--- src/rtl/mrs_pkg.sv ---
`timescale 1ns / 1ps
package mrs_pkg;
  localparam int NumRegs     = 64;
  localparam int FrameBytes  = 64;
  localparam int MaxReadRegs = 29;
  localparam int RegAw       = $clog2(NumRegs);
  localparam int BufAw       = $clog2(FrameBytes);
  localparam int LenW        = BufAw + 1;

  localparam logic [15:0] CrcInit = 16'hFFFF;
  localparam logic [15:0] CrcPoly = 16'hA001;
  localparam logic [7:0]  FcRead   = 8'h03;
  localparam logic [7:0]  FcWrite1 = 8'h06;
  localparam logic [7:0]  FcWriteN = 8'h10;
  localparam logic [1:0]  RegSlaveAddr = 2'd0;

  // Controller states
  typedef enum logic [3:0] {
    ST_RX,        // wait for a received byte
    ST_RXCRC,     // fold that byte into the running CRC
    ST_HDR,       // read header bytes out of the buffer
    ST_CHECK,     // judge the frame
    ST_WRITE,     // write FC10 registers, one per pass
    ST_TXLOAD,    // fetch next reply byte
    ST_TXCRC,     // fold the reply byte into the reply CRC
    ST_TXOUT,     // present reply byte on the output register
    ST_TXCRCLO,   // send CRC low byte
    ST_TXCRCHI    // send CRC high byte
  } mrs_state_t;

  // Controller -> datapath commands
  typedef struct packed {
    logic       rx_store;     // buffer in byte, start CRC step
    logic       crc_step;     // one CRC bit step
    logic       crc_init;     // reset the CRC
    logic       crc_load_b;   // xor selected byte into the CRC
    logic       hdr_rd;       // read buffer at hdr index
    logic       hdr_clr;      // clear header index
    logic       frame_clr;    // clear length and overflow
    logic       wr_single;    // FC06 write
    logic       wr_multi;     // FC10 write step
    logic       tx_first;     // start reply index
    logic       tx_fetch;     // fetch reply byte at tx index
    logic       out_load;     // load output with fetched byte
    logic       out_crclo;    // load output with CRC low byte
    logic       out_crchi;    // load output with CRC high byte
  } mrs_cmd_t;

  // Datapath -> controller status
  typedef struct packed {
    logic       frame_end;    // latched mark of the last byte
    logic       hdr_done;     // header fully captured
    logic       frame_ok;     // address, length, CRC good
    logic       do_read;      // FC03 valid
    logic       do_wr1;       // FC06 valid
    logic       do_wrn;       // FC10 valid
    logic       wr_done;      // FC10 write finished
    logic       tx_end;       // all body bytes sent
    logic       out_busy;     // output register still full
  } mrs_sts_t;
endpackage

--- src/rtl/mrs_ctrl.sv ---
`timescale 1ns / 1ps
module mrs_ctrl (
  input  logic             clk,
  input  logic             rst_n,
  input  logic             in_fire,
  input  mrs_pkg::mrs_sts_t sts,
  input  logic             crc_bit_last,
  output mrs_pkg::mrs_cmd_t cmd,
  output logic             in_ready
);
  mrs_pkg::mrs_state_t state_r, state_nxt;

  // State register
  always_ff @(posedge clk) begin
    if (!rst_n) state_r <= mrs_pkg::ST_RX;
    else        state_r <= state_nxt;
  end

  // Next state
  always_comb begin
    state_nxt = state_r;
    case (state_r)
      mrs_pkg::ST_RX:      if (in_fire) state_nxt = mrs_pkg::ST_RXCRC;
      mrs_pkg::ST_RXCRC: begin
        if (crc_bit_last) state_nxt = sts.frame_end ? mrs_pkg::ST_HDR : mrs_pkg::ST_RX;
      end
      mrs_pkg::ST_HDR:     if (sts.hdr_done) state_nxt = mrs_pkg::ST_CHECK;
      mrs_pkg::ST_CHECK: begin
        if (!sts.frame_ok) state_nxt = mrs_pkg::ST_RX;
        else if (sts.do_wrn) state_nxt = mrs_pkg::ST_WRITE;
        else if (sts.do_read || sts.do_wr1) state_nxt = mrs_pkg::ST_TXLOAD;
        else state_nxt = mrs_pkg::ST_RX;
      end
      mrs_pkg::ST_WRITE:   if (sts.wr_done) state_nxt = mrs_pkg::ST_TXLOAD;
      mrs_pkg::ST_TXLOAD: begin
        if (sts.tx_end) state_nxt = mrs_pkg::ST_TXCRCLO;
        else state_nxt = mrs_pkg::ST_TXCRC;
      end
      mrs_pkg::ST_TXCRC:   if (crc_bit_last) state_nxt = mrs_pkg::ST_TXOUT;
      mrs_pkg::ST_TXOUT:   if (!sts.out_busy) state_nxt = mrs_pkg::ST_TXLOAD;
      mrs_pkg::ST_TXCRCLO: if (!sts.out_busy) state_nxt = mrs_pkg::ST_TXCRCHI;
      mrs_pkg::ST_TXCRCHI: if (!sts.out_busy) state_nxt = mrs_pkg::ST_RX;
      default:             state_nxt = mrs_pkg::ST_RX;
    endcase
  end

  // Command decode
  always_comb begin
    cmd = '0;
    in_ready = 1'b0;
    case (state_r)
      mrs_pkg::ST_RX: begin
        in_ready = 1'b1;
        cmd.rx_store = in_fire;
      end
      mrs_pkg::ST_RXCRC: cmd.crc_step = 1'b1;
      mrs_pkg::ST_HDR:   cmd.hdr_rd = 1'b1;
      mrs_pkg::ST_CHECK: begin
        cmd.hdr_clr = 1'b1;
        cmd.wr_single = sts.frame_ok && sts.do_wr1;
        cmd.tx_first = 1'b1;
        cmd.crc_init = 1'b1;
        if (!sts.frame_ok || !(sts.do_read || sts.do_wr1 || sts.do_wrn))
          cmd.frame_clr = 1'b1;
      end
      mrs_pkg::ST_WRITE:  cmd.wr_multi = 1'b1;
      mrs_pkg::ST_TXLOAD: begin
        cmd.tx_fetch = !sts.tx_end;
        cmd.crc_load_b = !sts.tx_end;
      end
      mrs_pkg::ST_TXCRC:  cmd.crc_step = 1'b1;
      mrs_pkg::ST_TXOUT:  cmd.out_load = !sts.out_busy;
      mrs_pkg::ST_TXCRCLO: cmd.out_crclo = !sts.out_busy;
      mrs_pkg::ST_TXCRCHI: begin
        cmd.out_crchi = !sts.out_busy;
        cmd.frame_clr = !sts.out_busy;
      end
      default: cmd = '0;
    endcase
  end
endmodule

--- src/rtl/mrs_dp.sv ---
`timescale 1ns / 1ps
module mrs_dp (
  input  logic              clk,
  input  logic              rst_n,
  input  mrs_pkg::mrs_cmd_t cmd,
  input  logic [7:0]        rx_byte,
  input  logic              rx_end,
  input  logic [7:0]        slave_addr,
  input  logic              out_ready,
  output mrs_pkg::mrs_sts_t sts,
  output logic              crc_bit_last,
  output logic              out_valid,
  output logic [7:0]        out_byte,
  output logic              out_last
);
  localparam int LenW = mrs_pkg::LenW;
  localparam int BufAw = mrs_pkg::BufAw;
  localparam int RegAw = mrs_pkg::RegAw;

  // Frame buffer, one write and one read port
  logic [7:0] fbuf [mrs_pkg::FrameBytes];
  logic [7:0] frd_r;

  logic [LenW-1:0] len_r;
  logic            ovf_r;
  logic            end_r;
  logic [15:0]     crc_r;
  logic [2:0]      bit_r;
  logic [15:0]     crc_hist_r;  // CRC before last two bytes
  logic [15:0]     crc_prev_r;  // CRC before last byte

  // Register file with per-entry valid bits
  logic [15:0]     rf [mrs_pkg::NumRegs];
  logic [mrs_pkg::NumRegs-1:0] rf_vld_r;
  logic [15:0]     rf_rd_r;

  // Header capture
  logic [3:0]      hidx_r;
  logic            hrd_pend_r;
  logic [3:0]      hcap_r;
  logic [7:0]      h_r [7];   // bytes 0..6
  logic [7:0]      lastb_r, prevb_r;

  // Write and reply sequencing
  logic [LenW-1:0] widx_r;
  logic [RegAw:0]  wcnt_r;
  logic [1:0]      wph_r;
  logic [7:0]      whi_r;
  logic [6:0]      tidx_r;
  logic [6:0]      tlen_r;
  logic            mode_rd_r;
  logic [7:0]      tbyte_r;
  logic            out_valid_r;
  logic [7:0]      out_byte_r;
  logic            out_last_r;

  logic [16:0] start_q, qty_q;
  logic [BufAw-1:0] rd_addr;
  logic [RegAw-1:0] rf_addr;
  logic [7:0]  crc_xb;
  logic [7:0]  body_b;
  logic [6:0]  tdat_idx;     // reply index relative to first data byte

  assign start_q = {1'b0, h_r[2], h_r[3]};
  assign qty_q   = {1'b0, h_r[4], h_r[5]};
  assign tdat_idx = tidx_r - 7'd3;

  // Buffer write and registered read
  always_ff @(posedge clk) begin
    if (cmd.rx_store && len_r < LenW'(mrs_pkg::FrameBytes))
      fbuf[len_r[BufAw-1:0]] <= rx_byte;
    frd_r <= fbuf[rd_addr];
  end

  always_comb begin
    if (cmd.wr_multi) rd_addr = widx_r[BufAw-1:0];
    else if (cmd.tx_fetch) rd_addr = tidx_r[BufAw-1:0];
    else rd_addr = hidx_r[BufAw-1:0] ;
  end

  // Frame length, overflow and end mark
  always_ff @(posedge clk) begin
    if (!rst_n) begin
      len_r <= '0; ovf_r <= 1'b0; end_r <= 1'b0;
    end else if (cmd.frame_clr) begin
      len_r <= '0; ovf_r <= 1'b0; end_r <= 1'b0;
    end else if (cmd.rx_store) begin
      end_r <= rx_end;
      if (len_r < LenW'(mrs_pkg::FrameBytes)) len_r <= len_r + 1'b1;
      else ovf_r <= 1'b1;
    end
  end

  // CRC: rx bytes fold in one bit step at a time; history kept for the trailer
  assign crc_xb = cmd.rx_store ? rx_byte : body_b;
  always_ff @(posedge clk) begin
    if (!rst_n) begin
      crc_r <= mrs_pkg::CrcInit; bit_r <= '0;
      crc_hist_r <= mrs_pkg::CrcInit; crc_prev_r <= mrs_pkg::CrcInit;
    end else if (cmd.crc_init || (cmd.frame_clr && !cmd.out_crchi)) begin
      crc_r <= mrs_pkg::CrcInit; bit_r <= '0;
      crc_hist_r <= mrs_pkg::CrcInit; crc_prev_r <= mrs_pkg::CrcInit;
    end else if (cmd.out_crchi) begin
      crc_r <= mrs_pkg::CrcInit; bit_r <= '0;
      crc_hist_r <= mrs_pkg::CrcInit; crc_prev_r <= mrs_pkg::CrcInit;
    end else if (cmd.rx_store || cmd.crc_load_b) begin
      if (cmd.rx_store && len_r < LenW'(mrs_pkg::FrameBytes)) begin
        crc_hist_r <= crc_prev_r;
        crc_prev_r <= crc_r;
      end
      crc_r <= crc_r ^ {8'h00, crc_xb};
      bit_r <= '0;
    end else if (cmd.crc_step) begin
      crc_r <= crc_r[0] ? ((crc_r >> 1) ^ mrs_pkg::CrcPoly) : (crc_r >> 1);
      bit_r <= bit_r + 1'b1;
    end
  end
  assign crc_bit_last = (bit_r == 3'd7);

  // Last two received bytes for the trailer check
  always_ff @(posedge clk) begin
    if (cmd.rx_store && len_r < LenW'(mrs_pkg::FrameBytes)) begin
      prevb_r <= lastb_r;
      lastb_r <= rx_byte;
    end
  end

  // Header read: seven bytes through the buffer read port
  always_ff @(posedge clk) begin
    if (!rst_n) begin
      hidx_r <= '0; hrd_pend_r <= 1'b0; hcap_r <= '0;
    end else if (cmd.hdr_clr) begin
      hidx_r <= '0; hrd_pend_r <= 1'b0; hcap_r <= '0;
    end else if (cmd.hdr_rd) begin
      if (hidx_r < 4'd7) hidx_r <= hidx_r + 1'b1;
      hrd_pend_r <= (hidx_r < 4'd7);
      if (hrd_pend_r) hcap_r <= hcap_r + 1'b1;
    end
  end
  always_ff @(posedge clk) begin
    if (cmd.hdr_rd && hrd_pend_r && hcap_r < 4'd7) h_r[hcap_r[2:0]] <= frd_r;
  end
  assign sts.hdr_done = (hcap_r == 4'd7);

  // Frame judgement
  logic crc_good, len_ge8;
  assign crc_good = (prevb_r == crc_hist_r[7:0]) && (lastb_r == crc_hist_r[15:8]);
  assign len_ge8 = (len_r >= LenW'(8));
  assign sts.frame_end = end_r;
  assign sts.frame_ok = !ovf_r && (len_r >= LenW'(4)) && (h_r[0] == slave_addr)
                        && crc_good && len_ge8;
  assign sts.do_read = (h_r[1] == mrs_pkg::FcRead) && (len_r == LenW'(8))
                       && (qty_q >= 17'd1) && (qty_q <= 17'(mrs_pkg::MaxReadRegs))
                       && (start_q + qty_q <= 17'(mrs_pkg::NumRegs));
  assign sts.do_wr1 = (h_r[1] == mrs_pkg::FcWrite1) && (len_r == LenW'(8))
                      && (start_q < 17'(mrs_pkg::NumRegs));
  assign sts.do_wrn = (h_r[1] == mrs_pkg::FcWriteN) && (qty_q >= 17'd1)
                      && ({9'd0, h_r[6]} == {qty_q[15:0], 1'b0})
                      && ({10'd0, len_r} == 17'd9 + {9'd0, h_r[6]})
                      && (start_q + qty_q <= 17'(mrs_pkg::NumRegs));

  // Register file access; reply data byte k (from 3) maps to register start + (k-3)/2
  always_comb begin
    if (cmd.wr_single) rf_addr = start_q[RegAw-1:0];
    else if (cmd.wr_multi) rf_addr = start_q[RegAw-1:0] + wcnt_r[RegAw-1:0];
    else rf_addr = start_q[RegAw-1:0] + tdat_idx[RegAw:1];
  end

  always_ff @(posedge clk) begin
    if (!rst_n) rf_vld_r <= '0;
    else if (cmd.wr_single || (cmd.wr_multi && wph_r == 2'd2))
      rf_vld_r[rf_addr] <= 1'b1;
  end
  // Registered read; address holds through the CRC bit steps before each fetch
  always_ff @(posedge clk) begin
    if (cmd.wr_single) rf[rf_addr] <= qty_q[15:0];
    else if (cmd.wr_multi && wph_r == 2'd2) rf[rf_addr] <= {whi_r, frd_r};
    rf_rd_r <= rf_vld_r[rf_addr] ? rf[rf_addr] : 16'h0000;
  end

  // FC10 write sequencer: read high byte, read low byte, write
  always_ff @(posedge clk) begin
    if (!rst_n) begin
      widx_r <= '0; wcnt_r <= '0; wph_r <= '0;
    end else if (cmd.hdr_clr) begin
      widx_r <= LenW'(7); wcnt_r <= '0; wph_r <= '0;
    end else if (cmd.wr_multi) begin
      case (wph_r)
        2'd0: begin widx_r <= widx_r + 1'b1; wph_r <= 2'd1; end
        2'd1: begin widx_r <= widx_r + 1'b1; whi_r <= frd_r; wph_r <= 2'd2; end
        2'd2: begin wcnt_r <= wcnt_r + 1'b1; wph_r <= 2'd0; end
        default: wph_r <= 2'd0;
      endcase
    end
  end
  assign sts.wr_done = (wcnt_r == qty_q[RegAw:0]) && (wph_r == 2'd0) && (wcnt_r != '0);

  // Reply body: echo header bytes 0..5, or address, code, count, data
  always_ff @(posedge clk) begin
    if (!rst_n) begin
      tidx_r <= '0; tlen_r <= '0; mode_rd_r <= 1'b0;
    end else if (cmd.tx_first) begin
      tidx_r <= '0;
      mode_rd_r <= sts.do_read;
      tlen_r <= sts.do_read ? (7'd3 + {qty_q[5:0], 1'b0}) : 7'd6;
    end else if (cmd.tx_fetch) begin
      tidx_r <= tidx_r + 1'b1;
    end
  end
  assign sts.tx_end = (tidx_r == tlen_r);

  // Byte selection: header bytes come from capture, data from register file
  always_comb begin
    if (!mode_rd_r || tidx_r < 7'd2) body_b = h_r[tidx_r[2:0]];
    else if (tidx_r == 7'd2) body_b = {qty_q[6:0], 1'b0};
    else if (tidx_r[0]) body_b = rf_rd_r[15:8];
    else body_b = rf_rd_r[7:0];
  end
  always_ff @(posedge clk) begin
    if (cmd.tx_fetch) tbyte_r <= body_b;
  end

  // Output register
  always_ff @(posedge clk) begin
    if (!rst_n) out_valid_r <= 1'b0;
    else if (cmd.out_load || cmd.out_crclo || cmd.out_crchi) out_valid_r <= 1'b1;
    else if (out_ready) out_valid_r <= 1'b0;
  end
  always_ff @(posedge clk) begin
    if (cmd.out_load) begin out_byte_r <= tbyte_r; out_last_r <= 1'b0; end
    else if (cmd.out_crclo) begin out_byte_r <= crc_r[7:0]; out_last_r <= 1'b0; end
    else if (cmd.out_crchi) begin out_byte_r <= crc_r[15:8]; out_last_r <= 1'b1; end
  end
  assign sts.out_busy = out_valid_r && !out_ready;
  assign out_valid = out_valid_r;
  assign out_byte = out_byte_r;
  assign out_last = out_last_r;
endmodule

--- src/rtl/modbus_rtu_slave_responder_top.sv ---
`timescale 1ns / 1ps
// Channel  | Dir | Handshake              | Payload
// in_      | in  | in_tvalid / in_tready   | tdata = rx_byte, tlast = frame_end
// out_     | out | out_tvalid / out_tready | tdata = tx_byte, tlast = tx_last
// cfg_     | in  | APB, pready always high | reg 0 slave_address at 0x0
// Each received beat is written to the buffer, then folded into the bitwise CRC.
// At frame end the header is read back from the buffer;
// FC10 then writes each register in turn, and each reply byte passes
// through the shared CRC unit plus the output register.
// Reset (rst_n low, synchronous) clears control, slave_address to 1 and
// the register-file valid bits. A stalled out_tready holds the sequencer.
module modbus_rtu_slave_responder_top (
  input  logic       clk,
  input  logic       rst_n,
  input  logic       in_tvalid,
  output logic       in_tready,
  input  logic [7:0] in_tdata,   // [7:0] rx_byte
  input  logic       in_tlast,
  output logic       out_tvalid,
  input  logic       out_tready,
  output logic [7:0] out_tdata,  // [7:0] tx_byte
  output logic       out_tlast,
  input  logic       cfg_psel,
  input  logic       cfg_penable,
  input  logic       cfg_pwrite,
  input  logic [1:0] cfg_paddr,
  input  logic [31:0] cfg_pwdata,
  output logic [31:0] cfg_prdata,
  output logic       cfg_pready
);
  mrs_pkg::mrs_cmd_t cmd;
  mrs_pkg::mrs_sts_t sts;
  logic crc_bit_last;
  logic [7:0] slave_addr_r;

  // Configuration register
  assign cfg_pready = 1'b1;
  always_ff @(posedge clk) begin
    if (!rst_n) slave_addr_r <= 8'd1;
    else if (cfg_psel && cfg_penable && cfg_pwrite && cfg_paddr == mrs_pkg::RegSlaveAddr)
      slave_addr_r <= cfg_pwdata[7:0];
  end
  assign cfg_prdata = (cfg_paddr == mrs_pkg::RegSlaveAddr) ? {24'd0, slave_addr_r} : 32'd0;

  mrs_ctrl u_ctrl (
    .clk(clk), .rst_n(rst_n), .in_fire(in_tvalid && in_tready),
    .sts(sts), .crc_bit_last(crc_bit_last), .cmd(cmd), .in_ready(in_tready)
  );

  mrs_dp u_dp (
    .clk(clk), .rst_n(rst_n), .cmd(cmd), .rx_byte(in_tdata), .rx_end(in_tlast),
    .slave_addr(slave_addr_r), .out_ready(out_tready), .sts(sts),
    .crc_bit_last(crc_bit_last), .out_valid(out_tvalid), .out_byte(out_tdata),
    .out_last(out_tlast)
  );
endmodule

--- config.mk ---
export PLATFORM = sky130hd
export DESIGN_NAME = modbus_rtu_slave_responder_top
export DESIGN_NICKNAME = d
export VERILOG_FILES = /design/src/rtl/mrs_pkg.sv /design/src/rtl/mrs_ctrl.sv /design/src/rtl/mrs_dp.sv /design/src/rtl/modbus_rtu_slave_responder_top.sv
export SDC_FILE = /design/constraint.sdc
export NUM_CORES = 2
export LEC_CHECK = 0
export BUFFER_PORTS_ARGS = -buffer_cell sky130_fd_sc_hd__buf_2
export CAP_MARGIN = 20
export CORE_MARGIN = 2
export CORE_UTILIZATION = 45
export CTS_CLUSTER_DIAMETER = 80
export DETAILED_ROUTE_END_ITERATION = 12
export SLEW_MARGIN = 20
export SYNTH_ARGS = -nofsm -noshare
export SYNTH_HDL_FRONTEND = slang
export SYNTH_SLANG_ARGS = --single-unit
export TNS_END_PERCENT = 50
--- constraint.sdc ---
create_clock -name clk -period 4.9 [get_ports clk]
set_input_delay 0.245 -clock clk [delete_from_list [all_inputs] [get_ports clk]]
set_output_delay 0.245 -clock clk [all_outputs]
set_load 0.01 [all_outputs]
==> metrics.md <==
| Metric | Value |
|---|---|
| Status | `completed` |
| Total global routing overflow | `0` |
| I/O Buffers | `44` |
| Yosys reg bits | `1,843` |
| Vias | `roughly 49,000` |
| HPWL after DPL | `136 mm` |
| Filler cell count in the final layout | `13,700` |
| CTS tree | `done` |
| Worst VDD drop | `299 uV` |
| Worst slew pin tran | `1.14 ns` |
| Top Ports | `94` |
| Final setup violation count | `0` |
| Seq pwr share | `0.533` |
| Critical Path End | `u_dp.rf_rd_r[14]` |
| Row Count | `~150` |
| Final Max Slew Viols | `0` |
| DRT Wirelength | `212 mm` |
| Async set or reset register ratio after synthesis | `0` |
| Crit Reg-Reg Startpoint | `u_ctrl.state_r[3]` |
| Static leakage | `30.3 nW` |
| Cell Area, Synth | `0.0751 sq mm` |
| P per Cell Area | `373 mW/mm^2` |
| Clock power share | `0.440` |
| CP endpoint kind | `flop` |
| Number of flops mapped to enable cells by yosys | `approximately 1,600` |
| Crit start category | `flop` |
| Placed Area | `0.0805 sq mm` |
| Fin crit share | `0.964` |
| Worst-path clk slew | `0.07 ns` |
| Setup repair bufs after CTS | `0` |
| Syn_area_per_cell | `13.1 sq um` |
| Die Y | `between 400 and 500 microns` |
| Sw power | `6.83 mW` |
| Crit-path leading delay family | `compound AO/OA/AOI/OAI gates` |
| Initial antenna violation count | `12` |
| Worst Reg-to-Reg Cells | `18` |
| RSZ-0062 raised after global routing | `no` |
| Critical path type | `flop to flop` |
| Layout cells sized above 1 | `0.140` |
| Hold crit path type | `primary input to flop` |
| Die area | `~0.17 sq mm` |
| Critical Path AT | `5.42 ns` |
| DR DRC count | `0` |
| Critical Path Stages | `18` |
| Fin Setup TNS | `0 ns` |
| Internal | `25.6 mW` |
| RD Place Congestion | `0.917` |
| Crit path time final | `approximately 4.7 ns` |
| Final nets | `6,116` |
| Critical path's largest stage delay | `around 0.61 ns` |
| CTS max path bufs | `3` |
| Router iterations before antenna repair | `6` |
| Crit-path cells | `buf_4, nor4b_2, buf_4, nor2_1, a21o_1, ha_1, a211oi_1, o21bai_1, a21oi_1, xor2_1, or2_2, a21oi_1, a31oi_2, or2_2, a311oi_1, a2111oi_0, buf_4, a41oi_1` |
| Switching Fraction | `0.211` |
| Root Buffer | `clkbuf_16` |
| Register area share after synthesis | `0.710` |
| Total GRT Usage | `0.247` |
| Fin Clk Skew | `0.0334 ns` |
| Worst setup startpoint | `u_ctrl.state_r[3]` |
| WP buf/inv | `3` |
| H-Tree Depth | `4` |
| Vias in the first global route | `45,600` |
| R2R Setup Slk | `0.17 ns` |
| Clk sinks | `1,843` |
| Relative slew slack | `0.243` |
| First-pass GRT wire length | `310 mm` |
| Reg-to-reg critical path endpoint | `u_dp.rf_rd_r[14]` |
| YS warnings | `0` |
| Initial Utilization | `0.454` |
| CTS Buf Count | `approximately 190` |
| Storage cell area | `0.0533 sq mm` |
| WHS Path Cells | `1` |
| Distinct cells, synth | `74` |
| CP dominant cell by count | `buf_4` |
| Max-cap violations | `0` |
| Die span in x | `413 microns` |
| Max Freq | `212 MHz` |
| Core ar. | `0.165 sq mm` |
| Multi-input logic area | `0.0203 sq mm` |
| Crit path max-delay cell type | `a2111oi_0` |
| Ys flop type | `edfxtp_1` |
| Routed Antenna Nets | `0` |
| Comb power frac | `0.028` |
| Initial drt markers | `6,196` |
| Post-route cell area | `0.0869 sq mm` |
| Clk_lat worst skew | `0.84 ns` |
| Wirelength per Cell | `25.3 microns` |
| Area Growth Syn to Fin | `15.6%` |
| Via/cell ratio | `5.81` |
| Largest net degree at the start of global routing | `77` |
| CP required | `roughly 5.6 ns` |
| Syn Inst Count | `5,726` |
| CP max FO | `17` |
| Fin. Hold Viols | `0` |
[how the worst min path moves through the flow]
stage | startpoint | end | slack, ns
2_1_floorplan | in_tdata[0] | u_dp.fbuf[0][0] | 0.34
3_3_place_gp | u_dp.rf_vld_r[9] | u_dp.rf_vld_r[9] | 0.45
3_5_place_dp | u_dp.crc_prev_r[13] | u_dp.crc_hist_r[13] | 0.45
4_1_cts | in_tdata[6] | u_dp.fbuf[48][6] | 0.09
5_1_grt | in_tdata[6] | u_dp.fbuf[48][6] | 0.15
6_report | in_tdata[6] | u_dp.fbuf[48][6] | 0.13
[routing by layer]
metal / vias to the layer above / share of wire / global-route usage
li1: 21800 / - / -
met1: 24600 / 0.44 / 0.369
met2: 1960 / 0.45 / 0.366
met3: 299 / 0.088 / 0.0485
met4: 2 / 0.025 / 0.0680
met5: - / 0.000042 / 0
[cell usage after synthesis (all sizes together), types with 46 or more instances]
master | instances | area (sq um)
mux4 | 68 | 1530
and3 | 206 | 1290
nand3 | 361 | 1810
mux2i | 165 | 1650
xnor2 | 46 | 403
buf | 182 | 1060
dfxtp | 203 | 4060
o21ai | 60 | 300
nand2 | 1335 | 5010
edfxtp | 1640 | 49200
nor2 | 373 | 1400
a21oi | 95 | 475
xor2 | 50 | 438
a211oi | 104 | 781
a31oi | 135 | 851
a32oi | 64 | 561
clkbuf | 181 | 679
[cell type report]
| type | count | share of cell area |
|---|---|---|
| flip-flops and latches | 1843 | 0.614 |
| multi-input cells | 3516 | 0.234 |
| clock buffers | 252 | 0.0593 |
| repair buffers | 453 | 0.0493 |
| well taps | 2189 | 0.0315 |
| clock inverters | 97 | 0.0114 |
| inverters | 27 | 0.00118 |
| diodes | 2 | 0.0000576 |
[registers in the layout, indices dropped and copies added, names as in the netlist, 6 cells and up, named ones only]
signal,count
u_dp.tbyte_r,8
u_dp.crc_r,16
u_dp.rf_rd_r,16
u_dp.frd_r,8
u_dp.len_r,7
u_dp.tidx_r,7
u_dp.crc_prev_r,16
u_dp.prevb_r,8
u_dp.rf,1024
u_dp.widx_r,6
u_dp.lastb_r,8
u_dp.tlen_r,7
u_dp.out_byte,8
u_dp.whi_r,8
u_dp.wcnt_r,7
slave_addr_r,8
u_dp.fbuf,512
u_dp.rf_vld_r,64
u_dp.crc_hist_r,16
u_dp.h_r,64
[power by group through the flow]
stage	Clock, mW	Combinational, mW	Sequential, mW
2_1_floorplan	0	0.534	17.5
3_3_place_gp	0	0.855	17.6
3_5_place_dp	0	0.867	17.6
4_1_cts	14.5	0.883	17.3
5_1_grt	15.0	0.978	17.3
6_report	14.3	0.892	17.3
[worst reg2reg max path, cell delays in order, from the launching register on]
cell and delay, ns:
dfxtp_1 0.30, buf_4 0.18, nor4b_2 0.29, buf_4 0.25, nor2_1 0.08, a21o_1 0.17, ha_1 0.29, a211oi_1 0.25
o21bai_1 0.10, a21oi_1 0.18, xor2_1 0.35, or2_2 0.18, a21oi_1 0.07, a31oi_2 0.37, or2_2 0.50, a311oi_1 0.15
a2111oi_0 0.61, buf_4 0.21, a41oi_1 0.10
[what timing repair did]
item,in CTS,in global routing
endpoints found under the hold margin,114,0
gates resized for setup,0,7
hold buffers,20,0
endpoints found under the setup margin,0,5
[cell families (layout without fill, tap and decap cells)]
family	Yosys count	in the layout	synth area share
flip-flops	1843	1843	0.710
buffers and inverters	390	829	0.0245
AO/OA/AOI/OAI	604	604	0.0560
adder cells (fa/ha/maj)	38	38	0.00653
other	2	27	0.000100
AND/OR/NAND/NOR	2497	2497	0.146
XOR/XNOR	96	96	0.0112
multiplexers	256	256	0.0458
[placed cells by master (no fill, tap or decap), drive strengths merged, types with 50 or more instances in the layout]
master / count
nand2: 1335
o21ai: 60
and3: 206
xor2: 50
buf: 433
nand3: 361
edfxtp: 1640
dfxtp: 203
clkbuf: 252
mux2i: 165
a21oi: 95
a32oi: 64
mux4: 68
clkinv: 67
a211oi: 104
nor2: 373
a31oi: 135
[stage by stage]
step           instances  power, mW   util  setup WS, ns  hold slack, ns
6_report            8379       32.4  0.525         0.174           0.134
5_1_grt             8377       33.3  0.525       0.00231           0.149
4_1_cts             8375       32.6  0.525        0.0702          0.0867
3_5_place_dp        8006       18.5  0.487         0.188           0.453
3_3_place_gp        8006       18.4  0.487         0.168           0.445
2_1_floorplan       5749       18.1      -         0.216           0.344
No activity file was read; power rests on OpenSTA's default activity.
